$ cat src/hdl/u16u8_pkg.sv
// ----------------------------------------------------------------------------
// u16u8_pkg
// Types, constants and encoding helpers for the UTF-16BE to UTF-8 transcoder.
// ----------------------------------------------------------------------------
package u16u8_pkg;

  localparam logic [15:0] HI_SURR_MIN = 16'hD800;
  localparam logic [15:0] HI_SURR_MAX = 16'hDBFF;
  localparam logic [15:0] LO_SURR_MIN = 16'hDC00;
  localparam logic [15:0] LO_SURR_MAX = 16'hDFFF;
  localparam logic [15:0] ONE_BYTE_LIM = 16'h0080;
  localparam logic [15:0] TWO_BYTE_LIM = 16'h0800;
  localparam logic [20:0] SUPP_BASE = 21'h10000;

  localparam int unsigned JOB_BYTES = 6;
  localparam int unsigned Q_DEPTH = 2;

  // queue pointer and fill count widths follow the depth
  localparam int unsigned Q_PTR_W = $clog2(Q_DEPTH);
  localparam int unsigned Q_CNT_W = $clog2(Q_DEPTH + 1);
  localparam logic [Q_PTR_W-1:0] Q_LAST_PTR = Q_PTR_W'(Q_DEPTH - 1);
  localparam logic [Q_CNT_W-1:0] Q_FULL_CNT = Q_CNT_W'(Q_DEPTH);

  // One queued work entry: up to six output words, slot 0 goes out first.
  typedef struct packed {
    logic [JOB_BYTES-1:0][7:0] bytes;
    logic [2:0]                cnt;
  } job_t;

  // UTF-8 encoding of one 16-bit unit.
  typedef struct packed {
    logic [2:0][7:0] b;
    logic [1:0]      len;
  } enc_t;

  function automatic logic is_high_surr(input logic [15:0] u);
    return (u >= HI_SURR_MIN) && (u <= HI_SURR_MAX);
  endfunction

  function automatic logic is_low_surr(input logic [15:0] u);
    return (u >= LO_SURR_MIN) && (u <= LO_SURR_MAX);
  endfunction

  function automatic enc_t enc_unit(input logic [15:0] u);
    enc_t r;
    r = '0;
    if (u < ONE_BYTE_LIM) begin
      r.b[0] = {1'b0, u[6:0]};
      r.len  = 2'd1;
    end else if (u < TWO_BYTE_LIM) begin
      r.b[0] = {3'b110, u[10:6]};
      r.b[1] = {2'b10, u[5:0]};
      r.len  = 2'd2;
    end else begin
      r.b[0] = {4'b1110, u[15:12]};
      r.b[1] = {2'b10, u[11:6]};
      r.b[2] = {2'b10, u[5:0]};
      r.len  = 2'd3;
    end
    return r;
  endfunction

  // Four-byte form of a surrogate pair; slot 0 first.
  function automatic logic [3:0][7:0] enc_pair(input logic [15:0] hi, input logic [15:0] lo);
    logic [20:0]     cp;
    logic [3:0][7:0] r;
    cp   = SUPP_BASE + {1'b0, hi[9:0], lo[9:0]};
    r[0] = {5'b11110, cp[20:18]};
    r[1] = {2'b10, cp[17:12]};
    r[2] = {2'b10, cp[11:6]};
    r[3] = {2'b10, cp[5:0]};
    return r;
  endfunction

endpackage

$ cat src/hdl/u16u8_front.sv
// ----------------------------------------------------------------------------
// u16u8_front
// Accepts input words, pairs bytes into units and surrogates, builds jobs.
// ----------------------------------------------------------------------------
module u16u8_front (
  input  logic             clk,
  input  logic             rst_n,
  input  logic             cfg_we,
  input  logic             cfg_stop_at_null,
  input  logic             in_valid,
  input  logic [7:0]       in_byte_in,
  input  logic             in_end_of_string,
  input  logic             q_full,
  output logic             q_push,
  output u16u8_pkg::job_t  q_job
);

  logic        stop_r;
  logic [7:0]  held_r, held_nxt;
  logic        half_r, half_nxt;
  logic [15:0] pend_r, pend_nxt;
  logic        pend_vld_r, pend_vld_nxt;
  logic        stopped_r, stopped_nxt;

  logic            take;
  logic [15:0]     unit;
  logic            use_g1;
  logic [3:0][7:0] g2_b;
  logic [2:0]      g2_len;
  u16u8_pkg::enc_t enc_u;
  u16u8_pkg::enc_t enc_p;

  assign take  = in_valid && !q_full;
  assign unit  = {held_r, in_byte_in};
  assign enc_u = u16u8_pkg::enc_unit(unit);
  assign enc_p = u16u8_pkg::enc_unit(pend_r);

  always_comb begin
    held_nxt     = held_r;
    half_nxt     = half_r;
    pend_nxt     = pend_r;
    pend_vld_nxt = pend_vld_r;
    stopped_nxt  = stopped_r;
    use_g1       = 1'b0;
    g2_b         = '0;
    g2_len       = 3'd0;
    if (!stopped_r) begin
      if (!half_r) begin
        held_nxt = in_byte_in;
        half_nxt = 1'b1;
        use_g1   = in_end_of_string && pend_vld_r;
      end else begin
        half_nxt = 1'b0;
        held_nxt = 8'h00;
        if (stop_r && (unit == 16'h0000)) begin
          use_g1       = pend_vld_r;
          pend_vld_nxt = 1'b0;
          stopped_nxt  = 1'b1;
        end else if (pend_vld_r && u16u8_pkg::is_low_surr(unit)) begin
          g2_b         = u16u8_pkg::enc_pair(pend_r, unit);
          g2_len       = 3'd4;
          pend_vld_nxt = 1'b0;
        end else begin
          use_g1       = pend_vld_r;
          pend_vld_nxt = 1'b0;
          if (u16u8_pkg::is_high_surr(unit) && !in_end_of_string) begin
            pend_nxt     = unit;
            pend_vld_nxt = 1'b1;
          end else begin
            // other units, and a high surrogate at end of string, are encoded right away
            g2_b[2:0] = enc_u.b;
            g2_len    = {1'b0, enc_u.len};
          end
        end
      end
    end
    if (in_end_of_string) begin
      held_nxt     = 8'h00;
      half_nxt     = 1'b0;
      pend_vld_nxt = 1'b0;
      stopped_nxt  = 1'b0;
    end
  end

  always_comb begin
    q_job = '0;
    if (use_g1) begin
      q_job.bytes[2:0] = enc_p.b;
      q_job.bytes[5:3] = g2_b[2:0];
      q_job.cnt        = 3'd3 + g2_len;
    end else begin
      q_job.bytes[3:0] = g2_b;
      q_job.cnt        = g2_len;
    end
  end

  assign q_push = take && (q_job.cnt != 3'd0);

  always_ff @(posedge clk) begin
    if (!rst_n) begin
      stop_r     <= 1'b0;
      half_r     <= 1'b0;
      pend_vld_r <= 1'b0;
      stopped_r  <= 1'b0;
      held_r     <= 8'h00;
    end else begin
      if (cfg_we) begin
        stop_r <= cfg_stop_at_null;
      end
      if (take) begin
        half_r     <= half_nxt;
        pend_vld_r <= pend_vld_nxt;
        stopped_r  <= stopped_nxt;
        held_r     <= held_nxt;
      end
    end
  end

  always_ff @(posedge clk) begin
    if (take) begin
      pend_r <= pend_nxt;
    end
  end

endmodule

$ cat src/hdl/u16u8_queue.sv
// ----------------------------------------------------------------------------
// u16u8_queue
// Two-entry job queue between front and back.
// ----------------------------------------------------------------------------
module u16u8_queue (
  input  logic             clk,
  input  logic             rst_n,
  input  logic             push,
  input  u16u8_pkg::job_t  push_job,
  input  logic             pop,
  output logic             full,
  output logic             empty,
  output u16u8_pkg::job_t  head
);

  u16u8_pkg::job_t mem_r [u16u8_pkg::Q_DEPTH];
  logic [u16u8_pkg::Q_PTR_W-1:0] wr_ptr_r;
  logic [u16u8_pkg::Q_PTR_W-1:0] rd_ptr_r;
  logic [u16u8_pkg::Q_CNT_W-1:0] cnt_r;

  assign full  = (cnt_r == u16u8_pkg::Q_FULL_CNT);
  assign empty = (cnt_r == '0);
  assign head  = mem_r[rd_ptr_r];

  always_ff @(posedge clk) begin
    if (!rst_n) begin
      wr_ptr_r <= '0;
      rd_ptr_r <= '0;
      cnt_r    <= '0;
    end else begin
      if (push) begin
        wr_ptr_r <= (wr_ptr_r == u16u8_pkg::Q_LAST_PTR) ? '0 : wr_ptr_r + 1'b1;
      end
      if (pop) begin
        rd_ptr_r <= (rd_ptr_r == u16u8_pkg::Q_LAST_PTR) ? '0 : rd_ptr_r + 1'b1;
      end
      case ({push, pop})
        2'b10:   cnt_r <= cnt_r + 1'b1;
        2'b01:   cnt_r <= cnt_r - 1'b1;
        default: cnt_r <= cnt_r;
      endcase
    end
  end

  always_ff @(posedge clk) begin
    if (push) begin
      mem_r[wr_ptr_r] <= push_job;
    end
  end

endmodule

$ cat src/hdl/u16u8_back.sv
// ----------------------------------------------------------------------------
// u16u8_back
// Streams queued jobs out one word per unstalled cycle via an output register.
// ----------------------------------------------------------------------------
module u16u8_back (
  input  logic             clk,
  input  logic             rst_n,
  input  logic             q_empty,
  input  u16u8_pkg::job_t  q_head,
  output logic             q_pop,
  output logic             out_valid,
  input  logic             out_stall,
  output logic [7:0]       out_out_byte,
  output logic             out_last_of_run
);

  logic       out_valid_r;
  logic [7:0] out_byte_r;
  logic       out_last_r;
  logic [2:0] idx_r;
  logic       slot_free;
  logic       is_last;
  logic       load;

  assign slot_free = !out_valid_r || !out_stall;
  assign load      = slot_free && !q_empty;
  assign is_last   = (idx_r == (q_head.cnt - 3'd1));
  assign q_pop     = load && is_last;

  always_ff @(posedge clk) begin
    if (!rst_n) begin
      out_valid_r <= 1'b0;
      idx_r       <= 3'd0;
    end else if (slot_free) begin
      out_valid_r <= !q_empty;
      if (load) begin
        idx_r <= is_last ? 3'd0 : idx_r + 3'd1;
      end
    end
  end

  always_ff @(posedge clk) begin
    if (load) begin
      out_byte_r <= q_head.bytes[idx_r];
      out_last_r <= is_last;
    end
  end

  assign out_valid       = out_valid_r;
  assign out_out_byte    = out_byte_r;
  assign out_last_of_run = out_last_r;

endmodule

$ cat src/hdl/utf16be_to_utf8_transcoder_core.sv
// ----------------------------------------------------------------------------
// utf16be_to_utf8_transcoder_core
// UTF-16 big-endian byte stream in, UTF-8 byte stream out.
// ----------------------------------------------------------------------------
// Each input word is one byte of a big-endian UTF-16 string; end_of_string
// marks its last byte and flushes and clears all stream state. Each output
// word is one UTF-8 byte, with last_of_run set on the final byte caused by a
// given input word (input words that cause nothing produce no output). The
// front accepts an input word every cycle while the two-entry job queue has
// room, decodes units and surrogate pairs and writes one job of up to six
// bytes; the back drains jobs at one output word per cycle while out_stall is
// low. Throughput is therefore set by the output port, which carries every
// byte that an input word produces. The first output word of an input word
// reaches the output port through the queue write, then the output register.
// Setting stop_at_null makes a 0x0000 unit end conversion until the next
// end_of_string; write it only while the block is idle.
module utf16be_to_utf8_transcoder_core (
  input  logic       clk,
  input  logic       rst_n,
  // configuration
  input  logic       cfg_we,
  input  logic       cfg_stop_at_null,
  // input words
  input  logic       in_valid,
  output logic       in_stall,
  input  logic [7:0] in_byte_in,
  input  logic       in_end_of_string,
  // output words
  output logic       out_valid,
  input  logic       out_stall,
  output logic [7:0] out_out_byte,
  output logic       out_last_of_run
);

  logic            q_push;
  logic            q_pop;
  logic            q_full;
  logic            q_empty;
  u16u8_pkg::job_t q_push_job;
  u16u8_pkg::job_t q_head;

  // stall comes straight from the queue fill state
  assign in_stall = q_full;

  u16u8_front u_front (
    .clk              (clk),
    .rst_n            (rst_n),
    .cfg_we           (cfg_we),
    .cfg_stop_at_null (cfg_stop_at_null),
    .in_valid         (in_valid),
    .in_byte_in       (in_byte_in),
    .in_end_of_string (in_end_of_string),
    .q_full           (q_full),
    .q_push           (q_push),
    .q_job            (q_push_job)
  );

  u16u8_queue u_queue (
    .clk      (clk),
    .rst_n    (rst_n),
    .push     (q_push),
    .push_job (q_push_job),
    .pop      (q_pop),
    .full     (q_full),
    .empty    (q_empty),
    .head     (q_head)
  );

  u16u8_back u_back (
    .clk             (clk),
    .rst_n           (rst_n),
    .q_empty         (q_empty),
    .q_head          (q_head),
    .q_pop           (q_pop),
    .out_valid       (out_valid),
    .out_stall       (out_stall),
    .out_out_byte    (out_out_byte),
    .out_last_of_run (out_last_of_run)
  );

endmodule

$ cat config.mk
export PLATFORM = sky130hd
export DESIGN_NAME = utf16be_to_utf8_transcoder_core
export DESIGN_NICKNAME = d
export VERILOG_FILES = /design/src/hdl/u16u8_pkg.sv /design/src/hdl/u16u8_front.sv /design/src/hdl/u16u8_queue.sv /design/src/hdl/u16u8_back.sv /design/src/hdl/utf16be_to_utf8_transcoder_core.sv
export SDC_FILE = /design/constraint.sdc
export NUM_CORES = 1
export LEC_CHECK = 0
export ABC_AREA = 1
export BUFFER_PORTS_ARGS = -buffer_cell sky130_fd_sc_hd__buf_4
export CAP_MARGIN = 20
export CORE_UTILIZATION = 31
export DETAILED_ROUTE_END_ITERATION = 10
export PLACE_DENSITY = 0.53
export REMOVE_ABC_BUFFERS = 1
export SLEW_MARGIN = 20
export SYNTH_ARGS = -nofsm -noshare
export SYNTH_HDL_FRONTEND = slang
export SYNTH_SLANG_ARGS = --single-unit
export TNS_END_PERCENT = 30
$ cat constraint.sdc
create_clock -name clk -period 5.85 [get_ports clk]
set_input_delay 0.585 -clock clk [delete_from_list [all_inputs] [get_ports clk]]
set_output_delay 0.585 -clock clk [all_outputs]
set_load 0.02 [all_outputs]
# Word level (Yosys, flattened, before mapping)
# Memories as Yosys holds them, arrays and structs flattened. A register that Yosys moved wholly into a read port is not among the register bits.
# Cells that the tools add are included.
# word_totals
regBits	45
latchBits	0
mem_bits_rw	102
rom_bits	0
inputBits	15
out_inout_bits	11
mem_count	1
# memory_table
memory	depth	word_bits	read_ports	rd_ports_with_merged_regs	wr	line	source
u_queue.mem_r	2	51	1	1	1	u16u8_queue.sv:16	u16u8_pkg::job_t mem_r [u16u8_pkg::Q_DEPTH];
# op_classes
n_addsub	8
multipliers	0
div	0
order_cmp	9
eq_ne	5
shifts	0
n_mux	51
bitwise	3
n_reduce_logical	25
# ops
op	n
32-bit 2-to-1 mux	3
16-bit 2-to-1 mux	5
8-bit 2-to-1 mux	7
24-bit 2-to-1 mux	2
35-bit 2-to-1 mux	1
16-bit greater-or-equal comparator (second input constant)	2
16-bit less-or-equal comparator (second input constant)	2
16-bit by 12-bit < comparator with 1-bit output (second input constant)	2
16-bit by 8-bit < comparator with 1-bit output (second input constant)	2
8-bit binary-select mux with 3-bit select	1
1-bit 2-to-1 mux	23
17-bit by 20-bit adder with 21-bit output (first input constant)	1
10-bit 2-to-1 mux	2
16-bit logical NOT	1
3-bit 2-to-1 mux	5
1-bit logical AND	10
6-bit AND reduction	1
1-bit logical NOT	5
2-bit == test (second input constant)	2
3-bit by 4-bit < comparator with 1-bit output (second input constant)	1
2-bit one-hot mux with 2 select lines	1
2-bit AND reduction	2
2-bit nonzero test	2
2-bit by 3-bit adder with 3-bit output (first input constant)	1
14 further kinds	17

# Depth between registers and ports, before layout
# logic_depth
depth_word	14
depth_mapped	20

# By module
# Synthesis repeated with hierarchy kept, for this count alone.
# hier_totals
hier_cells	679
area_unflattened_um2	7573.5
# by_module_without_submodules
mod	n_inst	cells_each	area_each_um2
u16u8_queue	1	194	4162.7
u16u8_front	1	347	2394.8
u16u8_back	1	138	1016.0

# Worst setup path before layout
# OpenSTA, ideal clock, no wires.
# synth_timing
path_kind	input -> register
startpoint	input port in_byte_in[6]
endpoint	memory u_queue.mem_r[0][0] (netlist bit) (enable)
arrival_ps	3791
required_time_ps	5401
slack_ps	1609
stages	14
n_path_buf	0
cell_sequence	inv_1 nand3_1 nor2_1 nand2_4 nand3_4 nor2_4 nand2_1 ha_1 or2_1 nand2_4 inv_2 nand3_4 nand2_1 nor2_1
# synth_rtl
element	line	source
start, declared	utf16be_to_utf8_transcoder_core.sv:26	input logic [7:0] in_byte_in,
end, declared	u16u8_queue.sv:16	

# Worst setup path after layout
# layout_timing
startpoint	register u_front.held_r[4]
endpoint	memory u_queue.mem_r[0][12] (netlist bit) (enable)
# layout_via
elab_chain_cells	14
elab_cells_between_ends	29
# layout_rtl
element	line	source
start, declared	u16u8_front.sv:19	logic [7:0] held_r, held_nxt;
start signal, assigned	u16u8_front.sv:114	held_r <= held_nxt;
16-bit by 12-bit < comparator with 1-bit output (tied with other cells)	u16u8_pkg.sv:50	end else if (u < TWO_BYTE_LIM) begin
16-bit 2-to-1 mux / 1-bit logical AND (equally long branches)	u16u8_pkg.sv:50, u16u8_pkg.sv:37	
10-bit 2-to-1 mux / 1-bit logical AND (equally long branches)	u16u8_pkg.sv:47, u16u8_front.sv:66	
2-bit 2-to-1 mux	u16u8_front.sv:66	if (u16u8_pkg::is_high_surr(unit) && !in_end_of_string) begin
3-bit 2-to-1 mux	u16u8_front.sv:59	end else if (pend_vld_r && u16u8_pkg::is_low_surr(unit)) begin
3-bit 2-to-1 mux	u16u8_front.sv:55	if (stop_r && (unit == 16'h0000)) begin
3-bit 2-to-1 mux	u16u8_front.sv:48	if (!half_r) begin
3-bit 2-to-1 mux	u16u8_front.sv:47	if (!stopped_r) begin
2-bit by 3-bit adder with 3-bit output	u16u8_front.sv:90	q_job.cnt = 3'd3 + g2_len;
35-bit 2-to-1 mux *	u16u8_front.sv:87	if (use_g1) begin
3-bit nonzero test *	u16u8_front.sv:97	assign q_push = take && (q_job.cnt != 3'd0);
1-bit logical AND *	u16u8_front.sv:97	
1-bit 2-to-1 mux *	u16u8_queue.sv:46	if (push) begin
1-bit 2-to-1 mux (implied by the code) *	u16u8_queue.sv:47	mem_r[wr_ptr_r] <= push_job;
# Mark *: on every way between the ends. The rest lies on a longest branch, timed or not.

==> flow_summary.ini <==
[timing]
worst_slew_pin_slew_ns = 0.982
slew_viol_final = 0
setup_slack_ns = 2.27
finalCriticalPeriod_ns = 3.58
fmax_ghz = 0.279
period_share = 0.613
skew_ns = 0.00938
maxSlewHeadroom = 0.343
whs_ns = 0.344
final-hold-violation-count = 0
grt_setup_unrepaired = false
setup_viol = 0
fin_tns_setup_ns = 0

[synth]
yosysMostFrequentCell = edfxtp_1
synthFlopType = edfxtp_1
synthDistinctLibCells = 48
synth_area_um2 = 6430
synth_top_area_frac = 0.546
synth-async-reset-ratio = 0
synth_edf_count = 117
syn_inst = 608
seq_area_frac_synth = 0.612
synth_area_leaders = edfxtp_1, dfxtp_1, o21ai_0, nor2_1, nand2_1
yosysWarnings = 0
synth_largest_area_cell = edfxtp_1
ys_seq_elements = 138
synth_common_cells = edfxtp_1, nor2_1, nand2_1
synth_area_per_cell_um2 = 10.6

[route]
vias = 4681
wl_um = 15800
wl_per_cell_um = 17.3
drt_first_iter_violations = 405
first_pass_iters = 5
ant_nets = 0
drc_errors = 0
vias_per_cell = 5.11

[critical_path]
criticalPathCategory = reg -> reg
crit_path_end_kind = register
critPathLaunchType = register
crit_slowest_cell = nor2_4
arrival_ns = 3.69
critical_path_buf_inv_count = 2
cpPeakStageDelay_ns = 0.76
cp_top_family = simple AND/OR/NAND/NOR gates
crit_top_cell = nand2_1
crit_fanout = 33
worstPathCellList = nand2_1 -> nor2_2 -> nand2_1 -> nand2_1 -> nand2_1 -> nand3_2 -> inv_2 -> nand3_1 -> nand2_2 -> nand3_4 -> nand2_1 -> nor2_4 -> buf_4
critPathRequiredTime_ns = 5.96

[cts]
clock_latency_ns = 0.42
htreeDepth = 4
cts_tree = done
cts-root-buf = clkbuf_16
numCtsBuffers = 17
cts_resized = 0
cts_setup_buffers = 0
clockBufferDepth = 2
clk_pin_slew_worst_paths_ns = 0.06
holdBufCountCts = 0
clkSinkCount = 138

[global_route]
grt_pass1_vias = 4484
antenna_found_initial = 0
grt_usage = 0.155
grt_overflow = 0
grt_pass1_wl_um = 25100
grt_max_degree = 48

[power]
p_leak_nw = 2.68
pwr-share-clk = 0.445
netSwitchingFraction = 0.257
p_per_area_nw_per_um2 = 358
p_comb_frac = 0.121
max-vdd-ir-drop_mv = 0.210
power.total_mw = 2.71
cellInternalPower_mw = 2.01
p_switching_uw = 695
p_seq_frac = 0.433

[layout]
final-seq-area_um2 = 3930
final_area_um2 = 7570
postLayoutCoreUtil = 0.373
stdcell_count = 916
multiInputGateArea_um2 = 2210
drive_above_1_share = 0.159
synthToLayoutAreaGrowth_pct = 17.7
fillers = 1972
diodes = 0
fin_nets = 653

[placed_design]
post_dp_cell_area_um2 = 6900
place_inst = 884
hpwl_um = 10800
gp_congestion = 0.924
portBuffers = 25
preCtsSetupSlack_ns = 2.19

[flow_run]
maxCapViolations = 0

[floorplan]
die_w_um = 146
core_area_um2 = 20300
placementRows = 52
fp.dieArea_um2 = 21300
die_h_um = 146
start_util = 0.317
io_pins = 26

[status]
status = completed

[worst_hold_path]
hold_path_class = in -> reg
## state kept, by name (all words and copies together) (netlist names), 2 cells and up, named ones only
register,cells
u_front.pend_r,16
u_queue.mem_r,92
u_queue.cnt_r,2
u_back.out_out_byte,8
u_front.held_r,8
u_back.idx_r,3
## worst register-to-register path, cell delays in order, from the launching register on
cell,delay (ns)
dfxtp_1,0.46
nand2_1,0.13
nor2_2,0.13
nand2_1,0.06
nand2_1,0.05
nand2_1,0.06
nand3_2,0.40
inv_2,0.34
nand3_1,0.20
nand2_2,0.09
nand3_4,0.10
nand2_1,0.11
nor2_4,0.76
buf_4,0.38
## path summary, 6_finish.rpt
path / start / endpoint / slack [ns] / cells past startpoint
hold reg to reg: u_queue.cnt_r[1] / u_queue.cnt_r[1] / 0.47 / 1
hold / removal: cfg_we / u_front.stop_r / 0.34 / 2
setup / recovery: u_front.held_r[4] / u_queue.mem_r[0][12] / 2.27 / 13
setup reg to reg: u_front.held_r[4] / u_queue.mem_r[0][12] / 2.27 / 13
## power by group through the flow
stage | clock network (mW) | registers, mW | logic (mW)
after global placement | 0 | 1.19 | 0.327
after global routing | 1.26 | 1.18 | 0.368
after CTS | 1.22 | 1.17 | 0.332
after floorplan | 0 | 1.20 | 0.199
final | 1.21 | 1.17 | 0.329
after detailed placement | 0 | 1.20 | 0.331
## cell type report
| cell class | instances | share of cell area |
|---|---|---|
| Sequential cell | 138 | 0.520 |
| Timing Repair Buffer | 31 | 0.0308 |
| Multi-Input combinational cell | 396 | 0.292 |
| Clock inverter | 15 | 0.0316 |
| Tap cell | 270 | 0.0447 |
| Clock buffer | 17 | 0.0562 |
| Inverter | 49 | 0.0250 |
## placed cells by master (no fill, tap or decap), types with 5 or more instances in the layout
master and n:
inv_1 37, o21ai_0 74, o211ai_1 10, nor2_1 85, inv_2 8, a21oi_1 28, ha_1 5, o221ai_1 14
nand2_2 5, o22ai_1 25, dfxtp_1 21, nand2_1 78, edfxtp_1 117, clkbuf_16 17, nand3_1 8, buf_4 31
xor2_1 6, bufinv_16 5, nand3_2 5
## cell families after synthesis
| group | synth area share |
|---|---|
| simple gates | 0.155 |
| xor+xnor | 0.0109 |
| flops | 0.612 |
| buf+inv | 0.0467 |
| mux | 0.00311 |
| compound gates | 0.163 |
| fa+ha+maj | 0.00973 |
## metal layers
layer  share of wire  track usage  routed length [um]
met1            0.47        0.212                7470
met2            0.46        0.240                7260
met3           0.048       0.0331                 753
met4           0.021       0.0583                 335
met5               0            0                   0
(Power assumes the default switching activity.)
